--- src/design/sha1_message_digest_defines.svh ---
// Assertion macros shared by the digest block
`ifndef SHA1_MESSAGE_DIGEST_DEFINES_SVH
`define SHA1_MESSAGE_DIGEST_DEFINES_SVH
// plain implication check with reset gating
`define SHA_ASSERT(lbl, clk, rst_n, prop, msg) \
    lbl: assert property (@(posedge clk) disable iff (!rst_n) (prop)) else $error(msg);
// never-true check
`define SHA_NEVER(lbl, clk, rst_n, cond, msg) \
    lbl: assert property (@(posedge clk) disable iff (!rst_n) !(cond)) else $error(msg);
`endif

--- src/design/sha_pkg.sv ---
// Package: types and constants of the SHA-1 digest block
package sha_pkg;
    typedef logic [31:0] t_word;
    localparam t_word H0 = 32'h67452301;
    localparam t_word H1 = 32'hEFCDAB89;
    localparam t_word H2 = 32'h98BADCFE;
    localparam t_word H3 = 32'h10325476;
    localparam t_word H4 = 32'hC3D2E1F0;
    localparam t_word K0 = 32'h5A827999;
    localparam t_word K1 = 32'h6ED9EBA1;
    localparam t_word K2 = 32'h8F1BBCDC;
    localparam t_word K3 = 32'hCA62C1D6;
    localparam logic [7:0] PAD_BYTE = 8'h80;

    typedef struct packed {
        logic [7:0] data_byte;
        logic       has_byte;
        logic       end_of_message;
    } t_in;

    typedef struct packed {
        logic [31:0] digest_word;
        logic [2:0]  word_index;
        logic        last_word;
    } t_out;

    // compression control: start request and done pulse
    typedef struct packed {
        logic start;
        logic done;
    } t_cmp_ctl;

    function automatic t_word init_h(input logic [2:0] i);
        t_word r;
        case (i)
            3'd0: r = H0;
            3'd1: r = H1;
            3'd2: r = H2;
            3'd3: r = H3;
            default: r = H4;
        endcase
        return r;
    endfunction

    function automatic t_word rotl(input t_word x, input int n);
        return (x << n) | (x >> (32 - n));
    endfunction
endpackage

--- src/design/sha_stream_if.sv ---
// Valid/ready stream interfaces for the digest block
interface sha_in_if import sha_pkg::*; ();
    logic valid;
    logic ready;
    t_in  payload;
    modport source (output valid, output payload, input ready);
    modport sink (input valid, input payload, output ready);
endinterface

interface sha_out_if import sha_pkg::*; ();
    logic valid;
    logic ready;
    t_out payload;
    modport source (output valid, output payload, input ready);
    modport sink (input valid, input payload, output ready);
endinterface

--- src/design/sha1_message_digest.sv ---
// Top level of the SHA-1 digest block
// SHA-1 message digest over a byte stream.
// Input channel (sha_in_if): one item per handshake; an item carries an
// optional message byte and an optional end-of-message mark.
// Output channel (sha_out_if): after an end mark, five digest words H0..H4
// leave in order, word_index 0..4, last_word set on the fifth.
// Bytes are kept in a 16-word block memory, written one byte lane at a time.
// Each ordinary byte goes to its byte lane; on the 64th byte the round
// engine runs: it loads the 16 block words, then for each of rounds 0..79
// reads the schedule words it needs and computes the round, then raises
// its done flag. Input is held off while a block compresses.
// At the end mark the block is padded byte by byte from the pad position
// (one byte per cycle, possibly across an extra block), compressed,
// and the digest is emitted; a stalled receiver holds each word until taken.
// Reset (synchronous, i_rst_n low) loads the initial chaining values and
// clears fill and length; the block memory needs no clearing since padding
// writes every byte it reads.
module sha1_message_digest import sha_pkg::*; (
    input  logic     i_clk,
    input  logic     i_rst_n,
    sha_in_if.sink   i_in,
    sha_out_if.source o_out
);
`include "sha1_message_digest_defines.svh"

    localparam logic [2:0] S_IDLE = 3'd0;
    localparam logic [2:0] S_CMP  = 3'd1;  // block compressing
    localparam logic [2:0] S_PAD  = 3'd2;  // writing pad/zero/length bytes
    localparam logic [2:0] S_OUT  = 3'd3;  // emitting digest

    logic [2:0]  r_state;
    logic [5:0]  r_fill;
    logic [60:0] r_count;
    logic        r_fin;      // end pending: pad after compression
    logic        r_len_blk;  // current pad block carries the length
    logic        r_pad;      // 0x80 byte still to be written
    t_word       r_h [5];
    logic [2:0]  r_idx;

    t_word       buf_mem [16];
    logic        buf_we;
    logic [5:0]  buf_wa;
    logic [7:0]  buf_wd;
    logic [3:0]  blk_addr;
    t_word       r_blk_word;
    logic        cmp_start, cmp_done;
    t_word       sum [5];
    logic [63:0] bits;
    logic        acc;

    // block memory: byte-lane writes, big-endian within a word, registered read
    always_ff @(posedge i_clk) begin
        if (buf_we) buf_mem[buf_wa[5:2]][{~buf_wa[1:0], 3'b000} +: 8] <= buf_wd;
        r_blk_word <= buf_mem[blk_addr];
    end

    sha_compress u_cmp (
        .i_clk(i_clk), .i_rst_n(i_rst_n), .i_start(cmp_start), .i_h(r_h),
        .o_blk_addr(blk_addr), .i_blk_word(r_blk_word),
        .o_done(cmp_done), .o_sum(sum)
    );

    assign bits = {r_count, 3'b000};
    assign i_in.ready = (r_state == S_IDLE);
    assign acc = i_in.valid && i_in.ready;

    always_comb begin
        buf_we = 1'b0;
        buf_wa = r_fill;
        buf_wd = i_in.payload.data_byte;
        cmp_start = 1'b0;
        if (acc && i_in.payload.has_byte) begin
            buf_we = 1'b1;
            cmp_start = (r_fill == 6'd63);
        end
        if (r_state == S_PAD) begin
            buf_we = 1'b1;
            if (r_pad)
                buf_wd = PAD_BYTE;
            else if (r_len_blk && r_fill >= 6'd56)
                buf_wd = bits[{~r_fill[2:0], 3'b111} -: 8];
            else
                buf_wd = 8'h00;
            cmp_start = (r_fill == 6'd63);
        end
    end

    always_ff @(posedge i_clk) begin
        if (!i_rst_n) begin
            r_state <= S_IDLE;
            r_fill <= '0;
            r_count <= '0;
            r_fin <= 1'b0;
            r_len_blk <= 1'b0;
            r_pad <= 1'b0;
            r_idx <= '0;
            for (int i = 0; i < 5; i++) r_h[i] <= init_h(3'(i));
        end else begin
            case (r_state)
                S_IDLE: if (acc) begin
                    if (i_in.payload.has_byte) begin
                        r_count <= r_count + 61'd1;
                        r_fill <= r_fill + 6'd1;  // wraps to 0 on a full block
                        if (r_fill == 6'd63) begin
                            r_state <= S_CMP;
                            r_fin <= i_in.payload.end_of_message;
                        end
                    end
                    if (i_in.payload.end_of_message) begin
                        // pad byte goes in at the next free position
                        r_pad <= 1'b1;
                        if (!(i_in.payload.has_byte && r_fill == 6'd63))
                            r_state <= S_PAD;
                    end
                end
                S_PAD: begin
                    r_fill <= r_fill + 6'd1;
                    if (r_pad) begin
                        r_pad <= 1'b0;
                        r_len_blk <= (r_fill < 6'd56);
                    end
                    if (r_fill == 6'd63) begin
                        r_state <= S_CMP;
                        r_fin <= r_pad || !r_len_blk;
                    end
                end
                S_CMP: if (cmp_done) begin
                    for (int i = 0; i < 5; i++) r_h[i] <= sum[i];
                    if (r_fin) begin
                        r_fin <= 1'b0; r_len_blk <= 1'b1; r_state <= S_PAD;
                    end else if (r_len_blk) begin
                        r_state <= S_OUT; r_idx <= '0;
                    end else begin
                        r_state <= S_IDLE;
                    end
                end
                default: if (o_out.ready) begin
                    r_idx <= r_idx + 3'd1;
                    if (r_idx == 3'd4) begin
                        r_state <= S_IDLE;
                        r_count <= '0; r_fill <= '0; r_len_blk <= 1'b0;
                        for (int i = 0; i < 5; i++) r_h[i] <= init_h(3'(i));
                    end
                end
            endcase
        end
    end

    assign o_out.valid = (r_state == S_OUT);
    assign o_out.payload.digest_word = r_h[r_idx];
    assign o_out.payload.word_index = r_idx;
    assign o_out.payload.last_word = (r_idx == 3'd4);

    `SHA_NEVER(a_no_in_busy, i_clk, i_rst_n, acc && r_state != S_IDLE, "input taken while busy")
    `SHA_ASSERT(a_idx, i_clk, i_rst_n, o_out.valid |-> r_idx <= 3'd4, "bad word index")
    `SHA_ASSERT(a_done_cmp, i_clk, i_rst_n, cmp_done |-> r_state == S_CMP, "done outside compress")
endmodule

--- src/design/sha_compress.sv ---
// SHA-1 round engine: 80 rounds, schedule window in a 16-word memory
module sha_compress import sha_pkg::*; (
    input  logic        i_clk,
    input  logic        i_rst_n,
    input  logic        i_start,
    input  t_word       i_h [5],
    // block word fetch: address out, data back on the next cycle
    output logic [3:0]  o_blk_addr,
    input  t_word       i_blk_word,
    output logic        o_done,
    output t_word       o_sum [5]
);
    // phases: LOAD 16 words, then per round READ (1 read for rounds 0..15, 4 reads after) and ROUND
    localparam logic [1:0] S_IDLE = 2'd0;
    localparam logic [1:0] S_LOAD = 2'd1;
    localparam logic [1:0] S_RD   = 2'd2;
    localparam logic [1:0] S_RND  = 2'd3;

    logic [1:0] r_state, n_state;
    logic [4:0] r_cnt, n_cnt;     // load word / read step
    logic [6:0] r_t, n_t;         // round number
    t_word r_a, r_b, r_c, r_d, r_e;
    t_word r_x;                   // schedule xor accumulator
    t_word w_mem [16];
    t_word r_rd;
    logic [3:0] rd_addr;
    logic       we;
    logic [3:0] wa;
    t_word      wd;
    logic       r_done;
    t_word f, k, w, tmp;

    // memory: one write, one registered read
    always_ff @(posedge i_clk) begin
        if (we) w_mem[wa] <= wd;
        r_rd <= w_mem[rd_addr];
    end

    // read schedule: t+13, t+8, t+2, t over steps 0..3; step 4 consumes last; rounds 0..15 read word t
    always_comb begin
        case (r_cnt[1:0])
            2'd0: rd_addr = r_t[3:0] + 4'd13;
            2'd1: rd_addr = r_t[3:0] + 4'd8;
            2'd2: rd_addr = r_t[3:0] + 4'd2;
            default: rd_addr = r_t[3:0];
        endcase
        if (r_t < 7'd16) rd_addr = r_t[3:0];
    end

    always_comb begin
        if (r_t < 7'd20) begin
            f = (r_b & r_c) | (~r_b & r_d); k = K0;
        end else if (r_t < 7'd40) begin
            f = r_b ^ r_c ^ r_d; k = K1;
        end else if (r_t < 7'd60) begin
            f = (r_b & r_c) | (r_b & r_d) | (r_c & r_d); k = K2;
        end else begin
            f = r_b ^ r_c ^ r_d; k = K3;
        end
        w = (r_t < 7'd16) ? r_rd : rotl(r_x ^ r_rd, 1);
        tmp = rotl(r_a, 5) + f + r_e + w + k;
    end

    assign o_blk_addr = r_cnt[3:0];

    always_comb begin
        n_state = r_state;
        n_cnt = r_cnt;
        n_t = r_t;
        we = 1'b0;
        wa = r_t[3:0];
        wd = w;
        case (r_state)
            S_IDLE: if (i_start) begin
                n_state = S_LOAD; n_cnt = '0;
            end
            S_LOAD: begin
                // word of previous address arrives now
                n_cnt = r_cnt + 5'd1;
                if (r_cnt != 5'd0) begin
                    we = 1'b1; wa = 4'(r_cnt - 5'd1); wd = i_blk_word;
                end
                if (r_cnt == 5'd16) begin
                    n_state = S_RD; n_cnt = '0; n_t = '0;
                end
            end
            S_RD: begin
                n_cnt = r_cnt + 5'd1;
                if (r_t < 7'd16 || r_cnt == 5'd3) n_state = S_RND;
            end
            default: begin
                we = (r_t >= 7'd16);
                n_t = r_t + 7'd1;
                n_cnt = '0;
                n_state = (r_t == 7'd79) ? S_IDLE : S_RD;
            end
        endcase
    end

    always_ff @(posedge i_clk) begin
        if (!i_rst_n) begin
            r_state <= S_IDLE;
            r_cnt <= '0;
            r_t <= '0;
            r_done <= 1'b0;
        end else begin
            r_state <= n_state;
            r_cnt <= n_cnt;
            r_t <= n_t;
            r_done <= (r_state == S_RND) && (r_t == 7'd79);
        end
    end

    always_ff @(posedge i_clk) begin
        if (r_state == S_IDLE && i_start) begin
            r_a <= i_h[0]; r_b <= i_h[1]; r_c <= i_h[2]; r_d <= i_h[3]; r_e <= i_h[4];
        end
        if (r_state == S_RD) begin
            if (r_cnt == 5'd1) r_x <= r_rd;
            else if (r_cnt != 5'd0) r_x <= r_x ^ r_rd;
        end
        if (r_state == S_RND) begin
            r_e <= r_d; r_d <= r_c; r_c <= rotl(r_b, 30); r_b <= r_a; r_a <= tmp;
        end
    end

    assign o_done = r_done;
    assign o_sum[0] = i_h[0] + r_a;
    assign o_sum[1] = i_h[1] + r_b;
    assign o_sum[2] = i_h[2] + r_c;
    assign o_sum[3] = i_h[3] + r_d;
    assign o_sum[4] = i_h[4] + r_e;
endmodule
--- src/flat_wrapper.sv ---
// flat-port wrapper written by rule: the top's interface ports become plain ports
module sha1_message_digest_flat import sha_pkg::*;
  (i_clk, i_rst_n, i_in_valid, i_in_payload, i_in_ready, o_out_valid, o_out_payload, o_out_ready);
  sha_in_if i_in_i ();
  sha_out_if o_out_i ();
  input  logic i_clk;
  input  logic i_rst_n;
  input wire logic [$bits(i_in_i.valid)-1:0] i_in_valid;
  input wire logic [$bits(i_in_i.payload)-1:0] i_in_payload;
  output wire logic [$bits(i_in_i.ready)-1:0] i_in_ready;
  output wire logic [$bits(o_out_i.valid)-1:0] o_out_valid;
  output wire logic [$bits(o_out_i.payload)-1:0] o_out_payload;
  input wire logic [$bits(o_out_i.ready)-1:0] o_out_ready;
  assign i_in_i.valid = i_in_valid;
  assign i_in_i.payload = i_in_payload;
  assign i_in_ready = i_in_i.ready;
  assign o_out_valid = o_out_i.valid;
  assign o_out_payload = o_out_i.payload;
  assign o_out_i.ready = o_out_ready;
  sha1_message_digest u_core (.i_clk(i_clk), .i_rst_n(i_rst_n), .i_in(i_in_i), .o_out(o_out_i));
endmodule
--- config.mk ---
export PLATFORM = sky130hd
export DESIGN_NAME = sha1_message_digest_flat
export DESIGN_NICKNAME = d
export VERILOG_FILES = /design/src/design/sha_pkg.sv /design/src/design/sha_stream_if.sv /design/src/design/sha1_message_digest.sv /design/src/design/sha_compress.sv /design/src/flat_wrapper.sv
export VERILOG_INCLUDE_DIRS = /design/src /design/src/design
export SDC_FILE = /design/constraint.sdc
export NUM_CORES = 2
export LEC_CHECK = 0
export BUFFER_PORTS_ARGS = -buffer_cell sky130_fd_sc_hd__buf_2
export CORE_ASPECT_RATIO = 0.6
export CORE_MARGIN = 4
export CORE_UTILIZATION = 60
export CTS_BUF_LIST = sky130_fd_sc_hd__clkbuf_4 sky130_fd_sc_hd__clkbuf_8
export DETAILED_ROUTE_END_ITERATION = 10
export GPL_TIMING_DRIVEN = 0
export PLACE_DENSITY_LB_ADDON = 0.2
export SKIP_CTS_REPAIR_TIMING = 1
export SYNTH_ARGS = -nofsm -noshare
export SYNTH_HDL_FRONTEND = slang
export SYNTH_SLANG_ARGS = --single-unit
export TNS_END_PERCENT = 20
--- constraint.sdc ---
create_clock -name i_clk -period 7.7 [get_ports i_clk]
set_input_delay 0.385 -clock i_clk [delete_from_list [all_inputs] [get_ports i_clk]]
set_output_delay 0.385 -clock i_clk [all_outputs]
set_load 0.005 [all_outputs]
==> flow_summary.yaml <==
worst_setup_path:
  path_class: "flop to flop"
  worstRegToRegCells: 23
  critical_path.endpoint: "u_core.u_cmp.r_a[31]$_DFFE_PP_"
  slowest_delay_ps: 560
  crit_slowest_cell: "inv_1"
  reg2reg_slack_ps: 90
  startpoint_type: "flop"
  cp_cell_sequence: "clkbuf_1 > o21ai_0 > nand2_1 > clkbuf_2 > nand2_1 > inv_1 > fa_1 > fa_1 > inv_1 > fa_1 > inv_1 > ha_1 > clkbuf_1 > a21o_1 > a21o_1 > a21o_1 > a21oi_1 > o21ai_2 > a21oi_1 > a21oi_1 > a211oi_1 > xnor2_1 > mux2_2"
  worstPathRequired_ps: 8370
  worstSetupStartpoint: "u_core.u_cmp.r_t[2]$_SDFFE_PN0P_"
  cp-end-kind: "flop"
  r2r-end: "u_core.u_cmp.r_a[31]$_DFFE_PP_"
  crit_fanout: 10
  cp.arrival_ps: 8270
  timing.rr.start: "u_core.u_cmp.r_t[2]$_SDFFE_PN0P_"
die:
  num_rows: 99
  ios: 52
  coreArea_mm2: 0.123
  start_util: 0.610
  die-area_mm2: 0.130
  die_x_um: 464
  dieHeight_um: 281
yosys:
  synth_adder_area_share: 0.0737
  ys_warn_count: 0
  syn_inst: 5911
  ys_seq_area_frac: 0.573
  synth_compound_area_frac: 0.109
  ys_seq_elements: 1531
  synth-xor-area-share: 0.0334
  yosys-mux-area-fraction: 0.0872
  synth.distinct_cells: 90
  synth_top_family_by_area: "compound AO/OA/AOI/OAI gates"
  synthArstFlopShare: 0
  syn_area_mm2: 0.0747
  synth-simple-area-share: 0.0949
  synth_enable_flop_cells: 1216
  synth-main-ff-cell: "edfxtp_1"
  avgSynthCellArea_um2: 12.6
  syn-num-nets: 6290
placed_design:
  port_buffers: 50
  place_congestion: 1.04
  dp.cells: 7600
  hpwlAfterDp_um: 165000
grt:
  antenna_found_initial: 15
  grt_pass1_wl_um: 329000
  grt_max_degree: 61
  grt_use_total: 0.344
  grt_pass1_vias: 49795
  overflow: 0
status:
  run_status: "finished with violations"
  violations: "max-capacitance violations, max-slew violations"
route:
  drtIter0Drc: 8487
  wl_per_cell_um: 28.1
  viasPerCell: 6.58
  routed_wl_um: 225000
  drt-pass1-iter-count: 7
  postRouteAntennaNets: 0
  route.vias.total: 52706
  drc: 0
power:
  ir_drop_uv: 248
  power_uw: 15900
  p_per_area_mw_per_mm2: 193
  leakage_uw: 0.0284
clock_tree:
  clockBufferDepth: 3
  numCtsBuffers: 211
  insertion_delay_ps: 950
  root_buffer: "clkbuf_8"
  htreeDepth: 4
  cts_tree: "done"
  clkTransAtPathRegs_ps: 70
  cts.sinks: 1531
timing:
  period_share: 0.988
  slew_headroom: -0.0537
  max_freq_mhz: 131
  period_minus_slack_ps: 7610
  setup_violations: 0
  final_max_slew_viol_count: 11
  hold_viol: 0
  clock_skew_ps: 65.3
  worst_pin_slew_ps: 1580
  tns_ps: 0
  holdWs_ps: 39.1
cells_and_area:
  finalNonFillerCells: 8004
  final-seq-area_mm2: 0.0428
  nFillCells: 8660
  fin_util: 0.671
  layout-drive-gt1-share: 0.139
  area_delta_synth_final_pct: 10.1
  multi_input_comb_area_mm2: 0.0299
  fin_nets: 6579
run:
  cap_violations: 1
min_path:
  hold_class: "input port to flop"
==> worst min path at each step <==
| stage | start | to | slack, ps | depth (start not counted) |
|---|---|---|---|---|
| floorplan | u_core.r_h[95]$_SDFFE_PN1P_ | u_core.r_h[95]$_SDFFE_PN1P_ | 440 | 2 |
| global placement | u_core.r_h[95]$_SDFFE_PN1P_ | u_core.r_h[95]$_SDFFE_PN1P_ | 470 | 2 |
| detailed placement | u_core.r_h[95]$_SDFFE_PN1P_ | u_core.r_h[95]$_SDFFE_PN1P_ | 480 | 2 |
| CTS | i_in_payload[0] | u_core.r_pad$_SDFFE_PN0P_ | -270 | 3 |
| global route | i_in_payload[1] | u_core.r_fin$_SDFFE_PN0P_ | 40 | 3 |
| finish | i_in_payload[1] | u_core.r_state[1]$_SDFFE_PN0P_ | 40 | 6 |
==> state kept, by name, indices dropped and copies added (netlist names), 2 cells and up <==
| name | count |
|---|---|
| u_core.buf_wa | 6 |
| u_core.u_cmp.r_d | 32 |
| u_core.u_cmp.r_e | 32 |
| u_core.u_cmp.r_c | 32 |
| u_core.r_count | 61 |
| u_core.r_idx | 3 |
| u_core.u_cmp.r_state | 2 |
| u_core.u_cmp.r_rd | 32 |
| u_core.u_cmp.r_a | 32 |
| u_core.buf_mem | 512 |
| u_core.r_h | 160 |
| u_core.u_cmp.r_cnt | 5 |
| u_core.u_cmp.r_b | 32 |
| u_core.r_blk_word | 32 |
| u_core.u_cmp.w_mem | 512 |
| u_core.r_state | 3 |
| u_core.u_cmp.r_x | 32 |
| u_core.u_cmp.r_t | 7 |
==> worst max-delay path, delay by kind of cell (launching register included) <==
kind,cells,cell delay (ps)
compound gates,9,2220
xor+xnor,1,130
flops,1,430
fa+ha+maj,4,1840
simple gates,2,730
buf+inv,6,1710
mux,1,280
==> per-stage QoR <==
step | instance area (um2) | setup WS (ps)
after detailed placement | 77600 | -771
final | 82200 | 93.4
after global routing | 82200 | -31.2
after floorplan | 74700 | 1910
after global placement | 77000 | -739
after CTS | 82200 | -790
==> where the power goes <==
part | leakage (uW) | switching, uW | internal [uW]
Sequential | 0.0134 | 10.0 | 8870
Combinational | 0.0126 | 156 | 42.4
Clock | 0.00243 | 3310 | 3530
==> cell type report <==
| cell class | count | share of cell area |
|---|---|---|
| Tap cell | 1616 | 0.0246 |
| Sequential cell | 1531 | 0.521 |
| Clock inverter | 83 | 0.00828 |
| Multi-Input combinational cell | 3815 | 0.364 |
| Timing Repair Buffer | 76 | 0.00930 |
| Inverter | 267 | 0.0122 |
| Antenna cell | 3 | 0.0000913 |
| Clock buffer | 315 | 0.0472 |
| Buffer | 298 | 0.0140 |
==> logic make-up after synthesis <==
kind of cell | count (synthesis)
AND/OR/NAND/NOR | 1556
flip-flops | 1531
AO/OA/AOI/OAI | 1234
buffers and inverters | 565
multiplexers | 375
adder cells (fa/ha/maj) | 365
XOR/XNOR | 285
==> per-layer routing <==
layer / wire (um) / global-route usage
met1: 93600 / 0.527
met2: 87200 / 0.443
met3: 38300 / 0.148
met4: 5830 / 0.0914
met5: 240 / 0.0109
==> synthesized netlist by cell type (27+ instances only) <==
cell	number	area (um2)
a211oi_1	184	1380
a21o_1	71	533
a21oi_1	278	1390
a22oi_1	53	398
a311oi_1	65	569
a31oi_1	89	557
and2_0	51	319
and2_1	96	601
and3_1	34	213
buf_1	38	143
clkbuf_1	242	908
dfxtp_1	315	6310
edfxtp_1	1216	36500
fa_1	125	2500
ha_1	240	3000
inv_1	267	1000
mux2_2	157	1770
mux4_2	205	4620
nand2_1	677	2540
nand3_1	65	325
nand4_1	27	169
nor2_1	360	1350
nor2b_1	100	626
nor3_1	41	205
o21a_1	32	240
o21ai_0	222	1110
o21bai_1	30	225
o22ai_1	54	338
or3_1	36	225
xnor2_1	186	1630
xor2_1	99	867
==> layout by cell type (no fill, tap or decap), drive strengths merged, types with 100 or more instances in the layout <==
cell type / n
mux4: 205
nand2: 678
o21ai: 229
xnor2: 186
inv: 277
buf: 128
mux2: 157
ha: 240
a211oi: 184
and2: 147
clkbuf: 558
fa: 125
dfxtp: 315
edfxtp: 1216
nor2: 360
a21oi: 281
nor2b: 100
Note: power is estimated with default switching activity, not from simulation.
